File: src/hdl/c2cs_pkg.sv
// ----------------------------------------------------------------------------
// c2cs_pkg: shared types and constants for the complex 2x2 solver
// Word layouts, division cell payload, status codes and the wide multiply map.
// ----------------------------------------------------------------------------
package c2cs_pkg;

  localparam int DW  = 133;          // |det|^2 and numerator sum width
  localparam int MW  = DW + 16;      // numerator magnitude after the 2^16 scale
  localparam int QB  = 33;           // quotient bits resolved by the cell chain
  localparam int NL  = 4;            // division lanes
  localparam int NW  = 10;           // wide products
  localparam int LAT = 7 + QB + 1;   // accept edge to done

  localparam logic [1:0] ST_OK       = 2'd0;
  localparam logic [1:0] ST_SINGULAR = 2'd1;
  localparam logic [1:0] ST_SAT      = 2'd2;

  typedef struct packed {
    logic signed [31:0] s_r_re;
    logic signed [31:0] s_r_im;
    logic signed [31:0] s_s12_re;
    logic signed [31:0] s_s12_im;
    logic signed [31:0] s_k_re;
    logic signed [31:0] s_k_im;
    logic signed [31:0] d_r_re;
    logic signed [31:0] d_r_im;
    logic signed [31:0] d_s12_re;
    logic signed [31:0] d_s12_im;
    logic signed [31:0] d_k_re;
    logic signed [31:0] d_k_im;
  } in_t;

  typedef struct packed {
    logic signed [31:0] central_re;
    logic signed [31:0] central_im;
    logic signed [31:0] tensor_re;
    logic signed [31:0] tensor_im;
    logic [1:0]         status;
  } out_t;

  typedef struct packed {
    logic [DW-1:0] rem;   // partial remainder
    logic [QB-1:0] shf;   // dividend bits out at the top, quotient bits in at the bottom
    logic          neg;
    logic          ovf;
  } lane_t;

  typedef struct packed {
    logic                vld;
    logic                zero;
    logic [DW-1:0]       dd;
    lane_t [NL-1:0]      ln;
  } cell_t;

  // operand indexes into {det.re, det.im, nc.re, nc.im, nt.re, nt.im}
  localparam logic [2:0] MA [NW] = '{3'd0, 3'd1, 3'd2, 3'd3, 3'd3, 3'd2, 3'd4, 3'd5, 3'd5, 3'd4};
  localparam logic [2:0] MB [NW] = '{3'd0, 3'd1, 3'd0, 3'd1, 3'd0, 3'd1, 3'd0, 3'd1, 3'd0, 3'd1};

  function automatic logic signed [63:0] mul32(input logic signed [31:0] a,
                                               input logic signed [31:0] b);
    logic signed [63:0] ax;
    logic signed [63:0] bx;
    ax = 64'(a);
    bx = 64'(b);
    return ax * bx;
  endfunction

endpackage

File: src/hdl/c2cs_cell.sv
// ----------------------------------------------------------------------------
// c2cs_cell: one restoring division step
// Resolves one quotient bit on each of the four lanes and passes the word on.
// ----------------------------------------------------------------------------
module c2cs_cell (
  input  logic             clk,
  input  logic             rst,
  input  c2cs_pkg::cell_t  din,
  output c2cs_pkg::cell_t  dout
);
  import c2cs_pkg::*;

  logic [DW:0]   trial [NL];
  logic [DW:0]   diff  [NL];
  logic [NL-1:0] ge;

  always_comb begin
    for (int l = 0; l < NL; l++) begin
      trial[l] = {din.ln[l].rem, din.ln[l].shf[QB-1]};
      diff[l]  = trial[l] - {1'b0, din.dd};
      ge[l]    = trial[l] >= {1'b0, din.dd};
    end
  end

  always_ff @(posedge clk) begin
    if (rst) begin
      dout.vld <= 1'b0;
    end else begin
      dout.vld <= din.vld;
    end
    dout.zero <= din.zero;
    dout.dd   <= din.dd;
    for (int l = 0; l < NL; l++) begin
      dout.ln[l].rem <= ge[l] ? diff[l][DW-1:0] : trial[l][DW-1:0];
      dout.ln[l].shf <= {din.ln[l].shf[QB-2:0], ge[l]};
      dout.ln[l].neg <= din.ln[l].neg;
      dout.ln[l].ovf <= din.ln[l].ovf;
    end
  end

  // remainder stays below the divisor on lane 0 while that lane is live
  a_rem_bound: assert property (@(posedge clk) disable iff (rst)
    dout.vld && !dout.zero && !dout.ln[0].ovf |-> dout.ln[0].rem < dout.dd)
    else $error("remainder not below divisor");

endmodule

File: config.mk
export PLATFORM = sky130hd
export DESIGN_NAME = c2cs_cell
export DESIGN_NICKNAME = d
export VERILOG_FILES = /design/src/hdl/c2cs_pkg.sv /design/src/hdl/c2cs_cell.sv
export SDC_FILE = /design/constraint.sdc
export NUM_CORES = 2
export LEC_CHECK = 0
export BUFFER_PORTS_ARGS = -buffer_cell sky130_fd_sc_hd__buf_2
export CAP_MARGIN = 30
export CORE_AREA = 3 3 622 624
export CTS_CLUSTER_DIAMETER = 60
export DETAILED_ROUTE_END_ITERATION = 6
export DIE_AREA = 0 0 625 627
export MAX_ROUTING_LAYER = met4
export PLACE_DENSITY = 0.31
export REMOVE_ABC_BUFFERS = 1
export SYNTH_ARGS = -nofsm -noshare
export SYNTH_HDL_FRONTEND = slang
export SYNTH_SLANG_ARGS = --single-unit
File: constraint.sdc
create_clock -name clk -period 7.71 [get_ports clk]
set_input_delay 0.3855 -clock clk [delete_from_list [all_inputs] [get_ports clk]]
set_output_delay 0.3855 -clock clk [all_outputs]
set_load 0.01 [all_outputs]
-- Word-level counts from Yosys, hierarchy flattened
Index checks and enable logic that the tools add are counted.
- $add $sub $neg: 4
- magnitude comparators: 4
- multiplexer cells: 4
- operator list (kind ; count):
    >= comparator 134 x 133 -> 1 bit ; 4
    2-to-1 mux 133 bit ; 4
    subtractor 133 bit ; 4
- output and inout port bits: 807
- bits of input ports: 809
- register bits: 807

-- Logic depth before layout (Yosys ltp)
- depth in word-level cells: 2
- mapped depth: 20
- depth with buffers taken out: 17

-- Worst setup path after synthesis
OpenSTA, ideal clock, no wires.
- path type: input to register
- start point: in din[370] (netlist name)
- end point: reg dout[479] (netlist name)
- path buffers: 0
- stages on the path: 17
- library setup time: 0.126 ns
- data required time: 7.584 ns
- path slack: 3.941 ns
- arrival: 3.643 ns
- cells stage by stage: inv_1 -> ha_1 -> inv_1 -> fa_1 -> a21o_1 -> a221oi_2 -> o21ai_1 -> a2111o_1 -> o31a_1 -> a31o_2 -> a21boi_2 -> o31ai_2 -> a31oi_4 -> o21ai_1 -> a21boi_1 -> xor2_1 -> o21ai_1
- longest elaborated chain between the ends: 2
- elaborated cells on any way between the ends: 3
- those cells by class: 1 x add/sub; 1 x order compare; 1 x mux
- RTL lines (element ; line ; RTL):
    start, declared ; c2cs_cell.sv:8 ; input c2cs_pkg::cell_t din,
    subtractor 133 bit or >= comparator 134 x 133 -> 1 bit (tied branches) ; c2cs_cell.sv:20, c2cs_cell.sv:21 ;
    2-to-1 mux 133 bit * ; c2cs_cell.sv:34 ; dout.ln[l].rem <= ge[l] ? diff[l][DW-1:0] : trial[l][DW-1:0];
    end, declared ; c2cs_cell.sv:9 ; output c2cs_pkg::cell_t dout
Mark *: on every way between the ends. The rest lies on a longest branch, timed or not.
A chain may end at the register's enable or synchronous reset.

-- Worst setup path after layout
- start point: in din[755] (netlist name)
- end point: reg dout[61] (netlist name)
- longest elaborated chain between the ends: 2
- RTL lines (element ; line ; RTL):
    >= comparator 134 x 133 -> 1 bit ; c2cs_cell.sv:21 ; ge[l] = trial[l] >= {1'b0, din.dd};
    2-to-1 mux 133 bit ; c2cs_cell.sv:34 ;
Every way passes these cells.

==> impl_metrics.ini <==
[status]
status = completed

[synth]
ys_async_sr_fraction_pct = 0
seq_area_frac_synth_pct = 28.2
ys_ff_latch = 807
synth_cell_type_count = 106
syn-cell-area_um2 = 57200
ys.flop_type = dfxtp_1
netlist_instances = 7655
yosys_warnings = 0
syn_avg_cell_area_um2 = 7.47
synth_edf_count = 0

[power]
leakagePower_nw = 36.7
powerDensity_nw_per_um2 = 236
max-vdd-ir-drop_uv = 161

[floorplanning]
die_x_um = 625
fp-row-count = 227
dieArea_um2 = 392000
dieHeight_um = 627
coreArea_um2 = 382000
io_pins = 1616
start_util_pct = 15.0

[critical_path]
startpoint = din[755]
cp-end-kind = register
worstPathMaxFanout = 78
critical_path_class = in2reg
crit_required_ns = 8.30
cp.arrival_ns = 7.17
critPathLaunchType = input port

[placed_design]
port_buffers = 1615
dpl_cell_area_um2 = 71200
place.gp.congestion = 0.995
hpwl_um = 435000

[timing]
timing.fmax_mhz = 152
setup_violations = 0
hold_viol = 0
rsz0062_at_grt = false
fin_setup_tns_ns = 0
fin_crit_ns = 6.58
maxSlewViolCount = 0
maxSlewHeadroom_pct = 21.7
worst-slew-pin-transition_ns = 1.17
fin_crit_sh_pct = 85.3

[global_routing]
grtUsageTotal_pct = 24.8
grt_max_degree = 79
grt_overflow = 0
antenna_found_initial = 125
grt_pass1_wl_um = 644000
first_global_vias = 69580

[clock_network]
clock_sinks = 807
clk_path_buf_depth = 4
tritoncts = done
clk_pin_slew_ns = 0.05
h-tree-depth = 4
cts-resized-gates = 0
cts_root_buf = clkbuf_16
cts_buffers = 165

[min_path]
min_path_type = in2reg
min_from = din[43]

[cells_and_area]
largest_reg_flops = 807
top_register = dout
largest_registers = dout (807)
final_area_um2 = 84900
fin_util_pct = 22.2
drive_above_1_share_pct = 21.0
final_cell_mix = 1617 x buf_2, 1028 x a21oi_1, 902 x nand2_1
area_growth_syn_to_layout_pct = 48.5
final_common_cell = buf_2
nets = 11298

[drt]
vias = 69746
drt_iter0_markers = 5706
drt-total-wl_um = 497000
viasPerCell = 4.60
ant_nets = 0
drt-wirelength-per-cell_um = 32.8
drc = 0
first_pass_iters = 6

[flow_run]
drv_cap = 0
## power breakdown
| group | total, W | internal (W) | switching, W |
|---|---|---|---|
| registers | 0.00541 | 0.00488 | 0.000537 |
| logic | 0.00708 | 0.00236 | 0.00472 |
| clock network | 0.00758 | 0.00462 | 0.00297 |
| total | 0.0201 | 0.0119 | 0.00822 |
## worst paths after layout
check | end | slack [ns] | depth (start not counted)
hold / removal | dout[44] | 0.11 | 3
setup / recovery | dout[61] | 1.13 | 16
## layer usage
metal | wire (um) | track usage [%] | up-vias
met5 | 0 | - | -
met4 | 27000 | 11.2 | 0
met3 | 25400 | 3.49 | 722
met2 | 238000 | 41.5 | 2805
met1 | 206000 | 29.5 | 34148
li1 | - | - | 32071
## what timing repair did
action / 4_1_cts / 5_1_grt
endpoints found under the hold margin: 791 / 0
buffers inserted: 0 / 0
hold buffers: 796 / 0
## cell type report
| cell class | count | area (um2) |
|---|---|---|
| fillers | 42895 | 297000 |
| clock buffers | 201 | 4500 |
| multi-input cells | 6106 | 38300 |
| clock inverters | 97 | 1190 |
| flip-flops and latches | 807 | 16200 |
| repair buffers | 2527 | 17100 |
| well taps | 5038 | 6300 |
| inverters | 346 | 1310 |
| diodes | 47 | 118 |
## logic make-up after synthesis
kind of cell             share of synthesized area [%]
adder cells (fa/ha/maj)                           11.8
buffers and inverters                             5.12
AND/OR/NAND/NOR                                   18.6
XOR/XNOR                                          7.81
AO/OA/AOI/OAI                                     28.2
flip-flops                                        28.2
multiplexers                                     0.252
## critical path: stages
cell,delay [ns]
dlygate4sd3_1,0.54
buf_2,0.14
inv_1,0.47
ha_1,0.35
nand4_1,0.39
or2_0,0.36
or3_1,0.50
or3_1,0.55
nor4_4,0.81
o21ai_1,0.43
nand4_1,0.29
a221oi_2,0.14
o21ai_4,0.26
a21boi_4,0.13
buf_12,0.18
o21ai_0,0.99
## cell usage after synthesis, drive strengths merged (29+ instances only)
cell type     n  area share [%]
a21boi       38            0.52
a21o        243             3.2
a21oi      1034             9.1
a31oi        76            0.86
and3         35            0.39
buf          90            0.84
clkbuf      306             2.0
dfxtp       807              28
ha          532              12
inv         346             2.3
nand2       902             5.9
nand2b       48            0.52
nand3        87            0.77
nand4       275             3.0
nor2        652             4.3
nor2b        38            0.42
nor3        138             1.2
nor4         37            0.43
o211ai       43            0.57
o21a         59            0.77
o21ai       780             6.9
o21bai      189             2.5
o31ai        44            0.65
or3          29            0.32
xnor2       303             4.6
xor2        207             3.2
## metrics by stage
step | instances | hold WS (ns) | power [W] | worst slack [ns]
after floorplan | 7259 | 0.413 | 0.00841 | -3.97
after global placement | 14015 | 0.488 | 0.0123 | 0.406
after detailed placement | 14026 | 0.489 | 0.0122 | 0.913
after CTS | 15120 | 0.00373 | 0.0204 | 1.31
after global routing | 15150 | 0.0411 | 0.0209 | 1.01
final | 15169 | 0.111 | 0.0201 | 1.13
Power figures use the tool's default switching activity.
