### src/hdl/c2cs_pkg.sv
// ----------------------------------------------------------------------------
// c2cs_pkg: shared types and constants for the complex 2x2 solver
// Word layouts, division cell payload, status codes and the wide multiply map.
// ----------------------------------------------------------------------------
package c2cs_pkg;

  localparam int DW  = 133;          // |det|^2 and numerator sum width
  localparam int MW  = DW + 16;      // numerator magnitude after the 2^16 scale
  localparam int QB  = 33;           // quotient bits resolved by the cell chain
  localparam int NL  = 4;            // division lanes
  localparam int NW  = 10;           // wide products
  localparam int LAT = 7 + QB + 1;   // accept edge to done

  localparam logic [1:0] ST_OK       = 2'd0;
  localparam logic [1:0] ST_SINGULAR = 2'd1;
  localparam logic [1:0] ST_SAT      = 2'd2;

  typedef struct packed {
    logic signed [31:0] s_r_re;
    logic signed [31:0] s_r_im;
    logic signed [31:0] s_s12_re;
    logic signed [31:0] s_s12_im;
    logic signed [31:0] s_k_re;
    logic signed [31:0] s_k_im;
    logic signed [31:0] d_r_re;
    logic signed [31:0] d_r_im;
    logic signed [31:0] d_s12_re;
    logic signed [31:0] d_s12_im;
    logic signed [31:0] d_k_re;
    logic signed [31:0] d_k_im;
  } in_t;

  typedef struct packed {
    logic signed [31:0] central_re;
    logic signed [31:0] central_im;
    logic signed [31:0] tensor_re;
    logic signed [31:0] tensor_im;
    logic [1:0]         status;
  } out_t;

  typedef struct packed {
    logic [DW-1:0] rem;   // partial remainder
    logic [QB-1:0] shf;   // dividend bits out at the top, quotient bits in at the bottom
    logic          neg;
    logic          ovf;
  } lane_t;

  typedef struct packed {
    logic                vld;
    logic                zero;
    logic [DW-1:0]       dd;
    lane_t [NL-1:0]      ln;
  } cell_t;

  // operand indexes into {det.re, det.im, nc.re, nc.im, nt.re, nt.im}
  localparam logic [2:0] MA [NW] = '{3'd0, 3'd1, 3'd2, 3'd3, 3'd3, 3'd2, 3'd4, 3'd5, 3'd5, 3'd4};
  localparam logic [2:0] MB [NW] = '{3'd0, 3'd1, 3'd0, 3'd1, 3'd0, 3'd1, 3'd0, 3'd1, 3'd0, 3'd1};

  function automatic logic signed [63:0] mul32(input logic signed [31:0] a,
                                               input logic signed [31:0] b);
    logic signed [63:0] ax;
    logic signed [63:0] bx;
    ax = 64'(a);
    bx = 64'(b);
    return ax * bx;
  endfunction

endpackage

### src/hdl/c2cs_round.sv
// ----------------------------------------------------------------------------
// c2cs_round: rounding, saturation and result register
// Rounds half away from zero, applies sign, clamps and builds the status.
// ----------------------------------------------------------------------------
module c2cs_round (
  input  logic             clk,
  input  logic             rst,
  input  c2cs_pkg::cell_t  tail,
  output logic             done,
  output c2cs_pkg::out_t   result
);
  import c2cs_pkg::*;

  logic [QB:0]        q   [NL];
  logic [NL-1:0]      sat;
  logic signed [31:0] val [NL];
  out_t               result_next;

  always_comb begin
    for (int l = 0; l < NL; l++) begin
      q[l]   = (QB+1)'(tail.ln[l].shf)
             + (QB+1)'({tail.ln[l].rem, 1'b0} >= {1'b0, tail.dd});
      sat[l] = tail.ln[l].ovf
             || (tail.ln[l].neg ? (q[l] > 34'h080000000) : (q[l] > 34'h07fffffff));
      if (sat[l]) begin
        val[l] = tail.ln[l].neg ? 32'sh80000000 : 32'sh7fffffff;
      end else begin
        val[l] = tail.ln[l].neg ? 32'((QB+1)'(0) - q[l]) : 32'(q[l]);
      end
    end
    if (tail.zero) begin
      result_next = '{central_re: '0, central_im: '0, tensor_re: '0, tensor_im: '0,
                      status: ST_SINGULAR};
    end else begin
      result_next.central_re = val[0];
      result_next.central_im = val[1];
      result_next.tensor_re  = val[2];
      result_next.tensor_im  = val[3];
      result_next.status     = (|sat) ? ST_SAT : ST_OK;
    end
  end

  always_ff @(posedge clk) begin
    if (rst) begin
      done <= 1'b0;
    end else begin
      done <= tail.vld;
    end
    result <= result_next;
  end

  a_singular_zero: assert property (@(posedge clk) disable iff (rst)
    done && result.status == ST_SINGULAR |->
      result.central_re == 0 && result.central_im == 0 &&
      result.tensor_re == 0 && result.tensor_im == 0)
    else $error("singular word with nonzero values");

  a_done_follows: assert property (@(posedge clk) disable iff (rst)
    done |-> $past(tail.vld))
    else $error("done without a word from the chain");

endmodule

### config.mk
export PLATFORM = sky130hd
export DESIGN_NAME = c2cs_round
export DESIGN_NICKNAME = d
export VERILOG_FILES = /design/src/hdl/c2cs_pkg.sv /design/src/hdl/c2cs_round.sv
export SDC_FILE = /design/constraint.sdc
export NUM_CORES = 1
export LEC_CHECK = 0
export BUFFER_PORTS_ARGS = -buffer_cell sky130_fd_sc_hd__buf_2
export CORE_AREA = 2 2 368 370
export DETAILED_ROUTE_END_ITERATION = 8
export DIE_AREA = 0 0 370 372
export PLACE_DENSITY = 0.43
export SLEW_MARGIN = 10
export SYNTH_ARGS = -nofsm -noshare
export SYNTH_HDL_FRONTEND = slang
export SYNTH_SLANG_ARGS = --single-unit
### constraint.sdc
create_clock -name clk -period 5.4 [get_ports clk]
set_clock_uncertainty 0.15 [all_clocks]
set_input_delay 0 -clock clk [delete_from_list [all_inputs] [get_ports clk]]
set_output_delay 0 -clock clk [all_outputs]
set_load 0.05 [all_outputs]
-- Word-level counts from Yosys, hierarchy flattened
Index checks and enable logic that the tools add are counted.
- $add $sub $neg: 8
- magnitude comparators: 12
- muxes and demuxes: 17
- reduce and logical (&&, ||, !) cells: 5
- operators with widths (operator ; count):
    greater-or-equal comparator 134 x 133 -> 1 bit ; 4
    two-way mux 32 bit ; 12
    adder 33 x 1 -> 34 bit ; 4
    > comparator 34 x 31 -> 1 bit (second input constant) ; 4
    > comparator 34 x 32 -> 1 bit (second input constant) ; 4
    subtractor 1 x 32 -> 32 bit (first input constant) ; 4
    logical OR 1 bit ; 4
    two-way mux 1 bit ; 4
    OR reduction 4 bit ; 1
    two-way mux 2 bit ; 1
- bits in registers: 131
- bits of input ports: 809
- output and inout port bits: 131
- logic and storage cells: 48

-- Depth between registers and ports, before layout
Gate-level depths: netlist of run 1.
- depth after elaboration: 7
- gate-level depth with buffers: 26
- depth with buffers taken out: 24

-- Worst setup path before layout of run 1
Ideal clock, no wire load.
- kind: input to register
- from: input port tail[767] in the netlist's numbering
- to: register result[64] in the netlist's numbering
- setup time: 0.133 ns
- data arrival time: 5.286 ns
- required time: 5.117 ns
- slack: -0.169 ns
- stages on the path: 23
- path buffers: 1
- cells stage by stage: inv_1 > ha_1 > nand4_1 > nor4_1 > nand4_1 > or3_1 > or4_1 > or2_2 > o211ai_1 > ha_1 > ha_1 > inv_1 > ha_1 > or4b_1 > o31ai_1 > o21a_1 > o221ai_2 > nor3_2 > nand4_1 > o41a_1 > buf_6 > a2111oi_2 > nor3_1
- word-level cells in the longest chain between the ends: 6
- elaborated cells between the ends (all ways): 9
- those cells by class: add/sub: 2; order compare: 3; mux: 3; reduce/logical: 1
- ends and longest elaborated chain (what ; line ; source):
    from (decl) ; c2cs_round.sv:8 ; input c2cs_pkg::cell_t tail,
    greater-or-equal comparator 134 x 133 -> 1 bit (*) ; c2cs_round.sv:22 ; + (QB+1)'({tail.ln[l].rem, 1'b0} >= {1'b0, tail.dd});
    adder 33 x 1 -> 34 bit (*) ; c2cs_round.sv:22 ;
    > comparator 34 x 31 -> 1 bit / > comparator 34 x 32 -> 1 bit (equally long branches) ; c2cs_round.sv:24 ; || (tail.ln[l].neg ? (q[l] > 34'h080000000) : (q[l] > 34'h07fffffff));
    two-way mux 1 bit ; c2cs_round.sv:24 ;
    logical OR 1 bit ; c2cs_round.sv:24 ;
    two-way mux 32 bit (*) ; c2cs_round.sv:25 ; if (sat[l]) begin
    to (signal assigned) ; c2cs_round.sv:49 ; result <= result_next;
    to (decl) ; c2cs_round.sv:10 ; output c2cs_pkg::out_t result
Every way passes the cells marked *; elsewhere a longest branch is shown, timed or not.
A chain may end at the register's enable or synchronous reset.

-- Worst setup path in the final report of run 1
- from: input port tail[772] in the netlist's numbering
- to: register result[38] in the netlist's numbering
The elaborated chain is that of the path after synthesis.

==> flow_summary.yaml, run 1 <==
run_status:
  outcome: "complete, no violations"
layout:
  final_layout_size_suffix_gt1_share_pct: 43.5
  final.fill_count: 14723
  area_delta_synth_final_pct: 65.2
  final_util_pct: 30.3
  area.sequential_um2: 2620
  design.final.nets: 6167
  multi_input_area_um2: 22600
route:
  routed_wire_length_per_instance_um: 24.9
  via_count: 32000
  1st_pass_router_iterations: 5
  post_drt_via_cell_ratio: 4.80
  first_iter_violations: 1731
  dr.max_layer_used: "met5"
  met3_length_mm: 11.0
  totalWireLength_mm: 166
  route.layer.met1.wl_mm: 66.9
  final_antenna_net_count: 0
  detailroute.wirelength.met2_mm: 78.8
  drt_drc_violations_left: 0
timing:
  tightest_slew_ps: 1200
  worst_slew_margin_rel_pct: 20.0
  total_setup_violations_reported_at_the_end_of_the_flow: 0
  period_share_pct: 99.2
  clock.fmax_mhz: 187
  final-max-slew-violation-count: 0
  layout_setup_ws_ps: 43.7
  fin_crit_ps: 5360
  report.final.hold_viol_count: 0
  rsz0062_at_grt: "yes"
global_route:
  grt_overflow_total: 0
  antenna_violations_before_repair: 94
  track_usage_pct: 23.0
  grt_pass1_vias: 31806
  grt_first_pass_wirelength_mm: 228
  pin_count_of_the_biggest_net_entering_global_routing: 67
cts:
  clock_tree.buffer_depth: 2
  cts.clk_slew.worst_paths_ps: 70
  buffer_cell_driving_the_clock_tree_root: "sky130_fd_sc_hd__clkbuf_16"
  numClockSinks: 131
  clock_tree_from_tritoncts: "built"
  cts_buffers: 17
  cts-htree-levels: 4
synth:
  yosys-top-cells-area: "sky130_fd_sc_hd__ha_1 28%, sky130_fd_sc_hd__dfxtp_1 11%, sky130_fd_sc_hd__a21o_1 6.5%"
  yosys.area.top_type: "sky130_fd_sc_hd__ha_1"
  postSynth.asyncResetShare_pct: 0
  ys_types: 102
  synth-seq-area-share_pct: 10.7
  syn-num-nets: 4527
  number_of_flops_mapped_to_enable_cells_by_yosys: 0
  synth-compound-area-share_pct: 23.4
  yosys.area_share.xor_xnor_pct: 5.13
  synthAdderAreaFrac_pct: 27.7
  post_synth_mux_area_share_pct: 2.19
  largest_family_of_logic_cells_by_synthesized_area: "adder cells"
  syn-cell-area_um2: 24600
  synth.top_cell.area_share_pct: 27.7
  synthesis.area_per_instance_um2: 7.75
  synth_flop_cell: "sky130_fd_sc_hd__dfxtp_1"
  cell_count_after_synthesis: 3174
  yosys.area_share.simple_pct: 25.6
  synth_seq_cells: 131
  total_of_warnings_raised_by_yosys: 0
critical_path:
  worstPathMaxFanout: 6
  nature_of_the_critical_path_startpoint: "input pin"
  worst_ep_arrival_time_ps: 5590
  worst_setup_path_end_kind: "flip-flop"
  critPathKind: "in -> reg"
  worst-endpoint-required_ps: 5630
pwr:
  power.share.sequential_pct: 20.4
  clock_power_share_pct: 23.4
  ir_drop_mv: 0.219
  p_per_area_nw_per_um2: 128
  power.combinational.fraction_pct: 56.2
  power.switching_fraction_pct: 43.9
  total_leakage_power_nw: 19.7
  power_report.internal_total_mw: 2.92
  switching_power_mw: 2.29
floorplanning:
  die_w_um: 370
  die_area_um2: 138000
  initial_utilization_pct: 18.3
  ioPinCount: 940
  row_count: 135
  chipHeight_um: 372
  floorplan.core_area_um2: 134000
placement:
  finalWeightedCongestion: 1.01
  place.detailed.hpwl_mm: 147
  place_ws_ps: -1530
  port_buffers: 939
min_path:
  timing.hold.worst.class: "in -> reg"
  whs_endpoint: "result[43]$_SDFF_PP0_"
  holdCritStartpoint: "tail[347]"
  hold_path_depth: 4
job:
  max_cap_viol: 0
final cells by class:
cell class                 instances  area share, %
antenna                           55          0.339
clock buffer                      17           1.05
clock inverter                    15          0.440
inverter                         174           1.75
multi-input combinational       2733           55.7
sequential                       131           6.46
tap                             1781           5.49
timing repair buffer            1757           28.7
repair_timing:
| action | CTS | global route |
|---|---|---|
| resized for setup | 248 | 183 |
| pin swaps | 76 | 53 |
| gates cloned | 8 | 5 |
| hold buffers | 65 | 0 |
| setup buffers | 44 | 30 |
| setup endpoints to repair | 129 | 128 |
| hold endpoints to repair | 59 | 0 |
cell usage in the layout, fill, tap and decap left out, types with 22 or more instances in the layout:
master | Yosys | routed
sky130_fd_sc_hd__buf_2 | 48 | 915
sky130_fd_sc_hd__nand4_1 | 184 | 184
sky130_fd_sc_hd__buf_6 | 3 | 31
sky130_fd_sc_hd__diode_2 | 0 | 55
sky130_fd_sc_hd__inv_2 | 0 | 29
sky130_fd_sc_hd__a31oi_1 | 26 | 22
sky130_fd_sc_hd__buf_12 | 0 | 26
sky130_fd_sc_hd__o21ai_0 | 120 | 108
sky130_fd_sc_hd__nor4_4 | 5 | 27
sky130_fd_sc_hd__mux2_2 | 22 | 22
sky130_fd_sc_hd__nor4_2 | 6 | 24
sky130_fd_sc_hd__inv_1 | 171 | 124
sky130_fd_sc_hd__buf_4 | 10 | 708
sky130_fd_sc_hd__nand2_1 | 181 | 177
sky130_fd_sc_hd__nor2b_1 | 60 | 46
sky130_fd_sc_hd__nand3_1 | 139 | 136
sky130_fd_sc_hd__ha_4 | 0 | 42
sky130_fd_sc_hd__o32ai_1 | 47 | 30
sky130_fd_sc_hd__dlygate4sd3_1 | 0 | 65
sky130_fd_sc_hd__nor3_1 | 88 | 70
sky130_fd_sc_hd__o211ai_1 | 33 | 33
sky130_fd_sc_hd__ha_1 | 544 | 500
sky130_fd_sc_hd__a21oi_1 | 208 | 198
sky130_fd_sc_hd__dfxtp_1 | 131 | 131
sky130_fd_sc_hd__nor2_1 | 208 | 185
sky130_fd_sc_hd__nor4_1 | 67 | 27
sky130_fd_sc_hd__and3_1 | 58 | 56
sky130_fd_sc_hd__a21o_1 | 212 | 211
sky130_fd_sc_hd__xnor2_1 | 86 | 86
sky130_fd_sc_hd__mux2i_1 | 29 | 29
sky130_fd_sc_hd__xor2_1 | 58 | 56
cells by family (layout without fill, tap and decap cells):
family,after synthesis,after routing
AOI/OAI and AO/OA,845,847
other,0,55
muxes,51,51
DFF,131,131
adders and majority gates,544,544
buffers and inverters,312,1963
and+or+nand+nor,1147,1147
xor gates and xnor gates,144,144
routing by layer:
metal | vias to the layer above | track usage [%]
li1 | 15500 | -
met1 | 15105 | 26.6
met2 | 1099 | 39.7
met3 | 252 | 5.75
met4 | 44 | 10.6
met5 | - | 0
registers in the layout, indices dropped and copies added (netlist names):
| name | cells |
|---|---|
| result | 130 |
| done | 1 |
through the flow:
stage	total power [mW]	TNS, ps	cell area [um^2]	hold WS [ps]	std cells
after floorplan	2.40	0	24600	-122	3174
after global placement	3.73	-148650	36300	9.63	6439
after detailed placement	3.73	-148370	36300	13.0	6439
after CTS	5.16	-869	39200	0.374	6575
after global routing	5.55	-1960	40500	36.0	6630
final	5.21	0	40600	33.4	6663
cells in the mapped netlist, types with 60 or more instances:
master	n
sky130_fd_sc_hd__ha_1	544
sky130_fd_sc_hd__a21o_1	212
sky130_fd_sc_hd__a21oi_1	208
sky130_fd_sc_hd__nor2_1	208
sky130_fd_sc_hd__nand4_1	184
sky130_fd_sc_hd__nand2_1	181
sky130_fd_sc_hd__inv_1	171
sky130_fd_sc_hd__nand3_1	139
sky130_fd_sc_hd__dfxtp_1	131
sky130_fd_sc_hd__o21ai_0	120
sky130_fd_sc_hd__nor3_1	88
sky130_fd_sc_hd__xnor2_1	86
sky130_fd_sc_hd__clkbuf_1	69
sky130_fd_sc_hd__nor4_1	67
sky130_fd_sc_hd__nor2b_1	60
worst max-delay path, stage by stage:
cell,delay [ps]
sky130_fd_sc_hd__buf_6,80
sky130_fd_sc_hd__inv_4,30
sky130_fd_sc_hd__buf_6,110
sky130_fd_sc_hd__ha_4,260
sky130_fd_sc_hd__nand4_1,180
sky130_fd_sc_hd__nor4_4,420
sky130_fd_sc_hd__nand4_1,130
sky130_fd_sc_hd__or3_4,410
sky130_fd_sc_hd__or4_4,470
sky130_fd_sc_hd__or2_4,240
sky130_fd_sc_hd__o211ai_1,200
sky130_fd_sc_hd__buf_4,180
sky130_fd_sc_hd__ha_4,150
sky130_fd_sc_hd__buf_6,100
sky130_fd_sc_hd__nand4_4,110
sky130_fd_sc_hd__or4_4,540
sky130_fd_sc_hd__buf_4,190
sky130_fd_sc_hd__nor3_1,180
sky130_fd_sc_hd__o211a_1,190
sky130_fd_sc_hd__o21ai_0,180
sky130_fd_sc_hd__o41a_4,610
sky130_fd_sc_hd__buf_12,170
sky130_fd_sc_hd__clkbuf_16,140
sky130_fd_sc_hd__o32ai_1,280
power groups by stage:
stage | Clock (mW) | Combinational [mW] | Sequential, mW
final | 1.22 | 2.93 | 1.06
after global placement | 0 | 2.64 | 1.09
after global routing | 1.30 | 3.18 | 1.07
after CTS | 1.27 | 2.82 | 1.07
after detailed placement | 0 | 2.64 | 1.09
after floorplan | 0 | 1.11 | 1.29
worst max-delay path by stage:
| stage | startpoint | slack [ps] | depth (start not counted) | end |
|---|---|---|---|---|
| 2_1_floorplan | tail[795] | 40 | 23 | result[64]$_SDFF_PP0_ |
| 6_report | tail[772] | 40 | 24 | result[38]$_SDFF_PP0_ |
| 3_3_place_gp | tail[719] | -1520 | 29 | result[76]$_SDFF_PP0_ |
| 4_1_cts | tail[770] | -90 | 25 | result[1]$_SDFF_PP0_ |
| 3_5_place_dp | tail[720] | -1530 | 28 | result[76]$_SDFF_PP0_ |
| 5_1_grt | tail[734] | -80 | 30 | result[28]$_SDFF_PP0_ |
No activity file was read; power rests on OpenSTA's default activity.
==> run 2, diff against run 1 <==
--- a/config.mk
+++ b/config.mk
@@ -9,7 +9,7 @@
 export CORE_AREA = 2 2 368 370
 export DETAILED_ROUTE_END_ITERATION = 8
 export DIE_AREA = 0 0 370 372
-export PLACE_DENSITY = 0.43
+export PLACE_DENSITY = 0.42
 export SLEW_MARGIN = 10
 export SYNTH_ARGS = -nofsm -noshare
 export SYNTH_HDL_FRONTEND = slang
==> constraint.sdc (replaced) <==
create_clock -name clk -period 5.44 [get_ports clk]
set_clock_uncertainty 0.15 [all_clocks]
set_input_delay 0 -clock clk [delete_from_list [all_inputs] [get_ports clk]]
set_output_delay 0 -clock clk [all_outputs]
set_load 0.05 [all_outputs]
==> run 2 against run 1 <==
  * Sequential share of layout area about the same
  * Largest power group unchanged
  * Largest cell class unchanged
  * Total power down 1.3%
  * Final cell count up 0.35%
  * Worst setup slack got worse by 22 ps
  * Critical endpoint is now result[44]$_SDFF_PP0_
  * First-iteration DRC count grew 13%
==> flow_summary.yaml, run 2 (same netlist as run 1, synthesis figures left out) <==
run_status:
  outcome: "complete, no violations"
critical_path:
  max_stage_delay_ps: 560
  critical_path.top_delay_family: "simple AND/OR/NAND/NOR gates"
  worst_ep_arrival_time_ps: 5670
  worst-endpoint-required_ps: 5690
  worst_setup_path_end_kind: "flip-flop"
  cp_num_buf_inv: 6
  timing.critical_path.from: "tail[798]"
  worstPathMaxFanout: 7
  cp.depth: 24
  critPathKind: "in -> reg"
  crit_chain: "buf_6, clkinvlp_4, ha_4, nand4_1, nor2_1, buf_4, nand4_1, or3_4, or4_4, or2_4, o211ai_1, buf_4, ha_4, buf_6, nand4_4, or4_4, or3_4, xor2_2, and3_4, nand4_1, o41a_4, buf_12, a21o_4, a211oi_2"
  crit_slowest_cell: "sky130_fd_sc_hd__or4_4"
  nature_of_the_critical_path_startpoint: "input pin"
  worst_setup_path_endpoint: "result[44]$_SDFF_PP0_"
  crit_top_cell: "sky130_fd_sc_hd__nand4_1"
timing:
  tightest_slew_ps: 1080
  clock.fmax_mhz: 185
  final-max-slew-violation-count: 0
  report.final.hold_viol_count: 0
  worst_hold_slack_ps: 0.168
  total_setup_violations_reported_at_the_end_of_the_flow: 0
  fin_crit_ps: 5420
  layout_setup_ws_ps: 21.5
  worst_slew_margin_rel_pct: 27.8
  period_share_pct: 99.6
  rsz0062_at_grt: "yes"
  tns_ps: 0
floorplanning:
  initial_utilization_pct: 18.3
  floorplan.core_area_um2: 134000
  ioPinCount: 940
  chipHeight_um: 372
  row_count: 135
  die_w_um: 370
  die_area_um2: 138000
global_route:
  track_usage_pct: 23.4
  pin_count_of_the_biggest_net_entering_global_routing: 61
  grt_pass1_vias: 31649
  grt_overflow_total: 0
  antenna_violations_before_repair: 131
  grt_first_pass_wirelength_mm: 230
cts:
  clock_tree_from_tritoncts: "built"
  buffer_cell_driving_the_clock_tree_root: "sky130_fd_sc_hd__clkbuf_16"
  numClockSinks: 131
  cts-htree-levels: 4
  cts.clk_slew.worst_paths_ps: 80
  clock_tree.buffer_depth: 2
  cts_buffers: 17
placement:
  place_ws_ps: -1300
  finalWeightedCongestion: 1.04
  dpl.cell_count: 6446
  port_buffers: 939
  place.detailed.hpwl_mm: 150
pwr:
  power.switching_fraction_pct: 43.7
  ir_drop_mv: 0.216
  p_per_area_nw_per_um2: 127
  total_leakage_power_nw: 19.7
  power.combinational.fraction_pct: 56.0
  total_power_mw: 5.15
  switching_power_mw: 2.25
  power.share.sequential_pct: 20.7
  clock_power_share_pct: 23.4
  power_report.internal_total_mw: 2.90
route:
  routed_wire_length_per_instance_um: 25.2
  totalWireLength_mm: 168
  via_count: 32390
  first_iter_violations: 1951
  post_drt_via_cell_ratio: 4.84
  1st_pass_router_iterations: 6
  drt_drc_violations_left: 0
  final_antenna_net_count: 0
min_path:
  holdCritStartpoint: "tail[185]"
  timing.hold.worst.class: "in -> reg"
layout:
  final.fill_count: 14665
  layout.cells.most_common_list: "924 x sky130_fd_sc_hd__buf_2, 722 x sky130_fd_sc_hd__buf_4, 510 x sky130_fd_sc_hd__ha_1"
  finish.cell_count_without_fillers: 6686
  layout_top_registers: "result: 130 flops, done: 1 flops"
  design.final.nets: 6171
  largest_register_ff_count: 130
  final_layout_size_suffix_gt1_share_pct: 43.3
  layout.cells.most_common: "sky130_fd_sc_hd__buf_2"
  max_flop_register: "result"
  area_delta_synth_final_pct: 64.9
job:
  max_cap_viol: 0
## run 2: changes by cell type in the layout (fill, tap and decap cells not counted), moves of 6 or more
cell                            change
sky130_fd_sc_hd__buf_2              +9
sky130_fd_sc_hd__buf_4             +14
sky130_fd_sc_hd__buf_6              -7
sky130_fd_sc_hd__buf_8              +6
sky130_fd_sc_hd__clkinvlp_4         +7
sky130_fd_sc_hd__diode_2           +19
sky130_fd_sc_hd__dlygate4sd3_1      -9
sky130_fd_sc_hd__ha_1              +10
sky130_fd_sc_hd__ha_4              -11
sky130_fd_sc_hd__nor2_2             -8
sky130_fd_sc_hd__nor2b_2            -6
sky130_fd_sc_hd__nor3_1             +7
sky130_fd_sc_hd__o32ai_1            -8
sky130_fd_sc_hd__o32ai_4           +10
## run 2: cell type report
type                       instances  area [um^2]  share of cell area, %
clock inverter                    15          186                  0.460
clock buffer                      17          425                   1.05
timing repair buffer            1763        11600                   28.7
inverter                         174          736                   1.81
antenna                           74          185                  0.457
sequential                       131         2620                   6.47
multi-input combinational       2731        22500                   55.6
tap                             1781         2230                   5.50
## run 2: power by group through the flow
stage | Clock (mW) | Sequential [mW] | Combinational [mW]
after global placement | 0 | 1.09 | 2.59
final | 1.20 | 1.06 | 2.88
after global routing | 1.27 | 1.07 | 3.13
after floorplan | 0 | 1.28 | 1.10
after detailed placement | 0 | 1.09 | 2.60
after CTS | 1.24 | 1.07 | 2.75
## run 2: worst min path at each step
stage | slack (ps) | endpoint | cells past startpoint
5_1_grt | 30 | result[17]$_SDFF_PP0_ | 5
6_report | 0.2 | result[81]$_SDFF_PP0_ | 5
4_1_cts | 1 | result[103]$_SDFF_PP0_ | 5
2_1_floorplan | -120 | result[0]$_SDFF_PP1_ | 0
3_3_place_gp | 10 | done$_SDFF_PP0_ | 2
3_5_place_dp | 20 | done$_SDFF_PP0_ | 2
## run 2: through the flow
step | util [%] | instance area [um^2]
4_1_cts | 28.8 | 38700
6_report | 30.2 | 40500
2_1_floorplan | - | 24600
3_5_place_dp | 27.0 | 36200
3_3_place_gp | 27.0 | 36200
5_1_grt | 30.1 | 40500
## run 2: timing repair
| action | 4_1_cts | 5_1_grt |
|---|---|---|
| gates cloned | 5 | 3 |
| buffers inserted | 44 | 43 |
| pin swaps | 53 | 82 |
| gates resized for setup | 170 | 258 |
| hold endpoints to repair | 54 | 0 |
| hold buffers | 56 | 0 |
| endpoints found under the setup margin | 126 | 127 |
## run 2: layer usage
metal	GRT usage, %	share of wire (%)	wire, um	vias up
li1	-	-	-	15518
met1	27.2	40	66700	15267
met2	40.5	48	80000	1223
met3	4.89	6.5	10900	326
met4	11.5	6.1	10300	56
met5	0	0.22	363	-
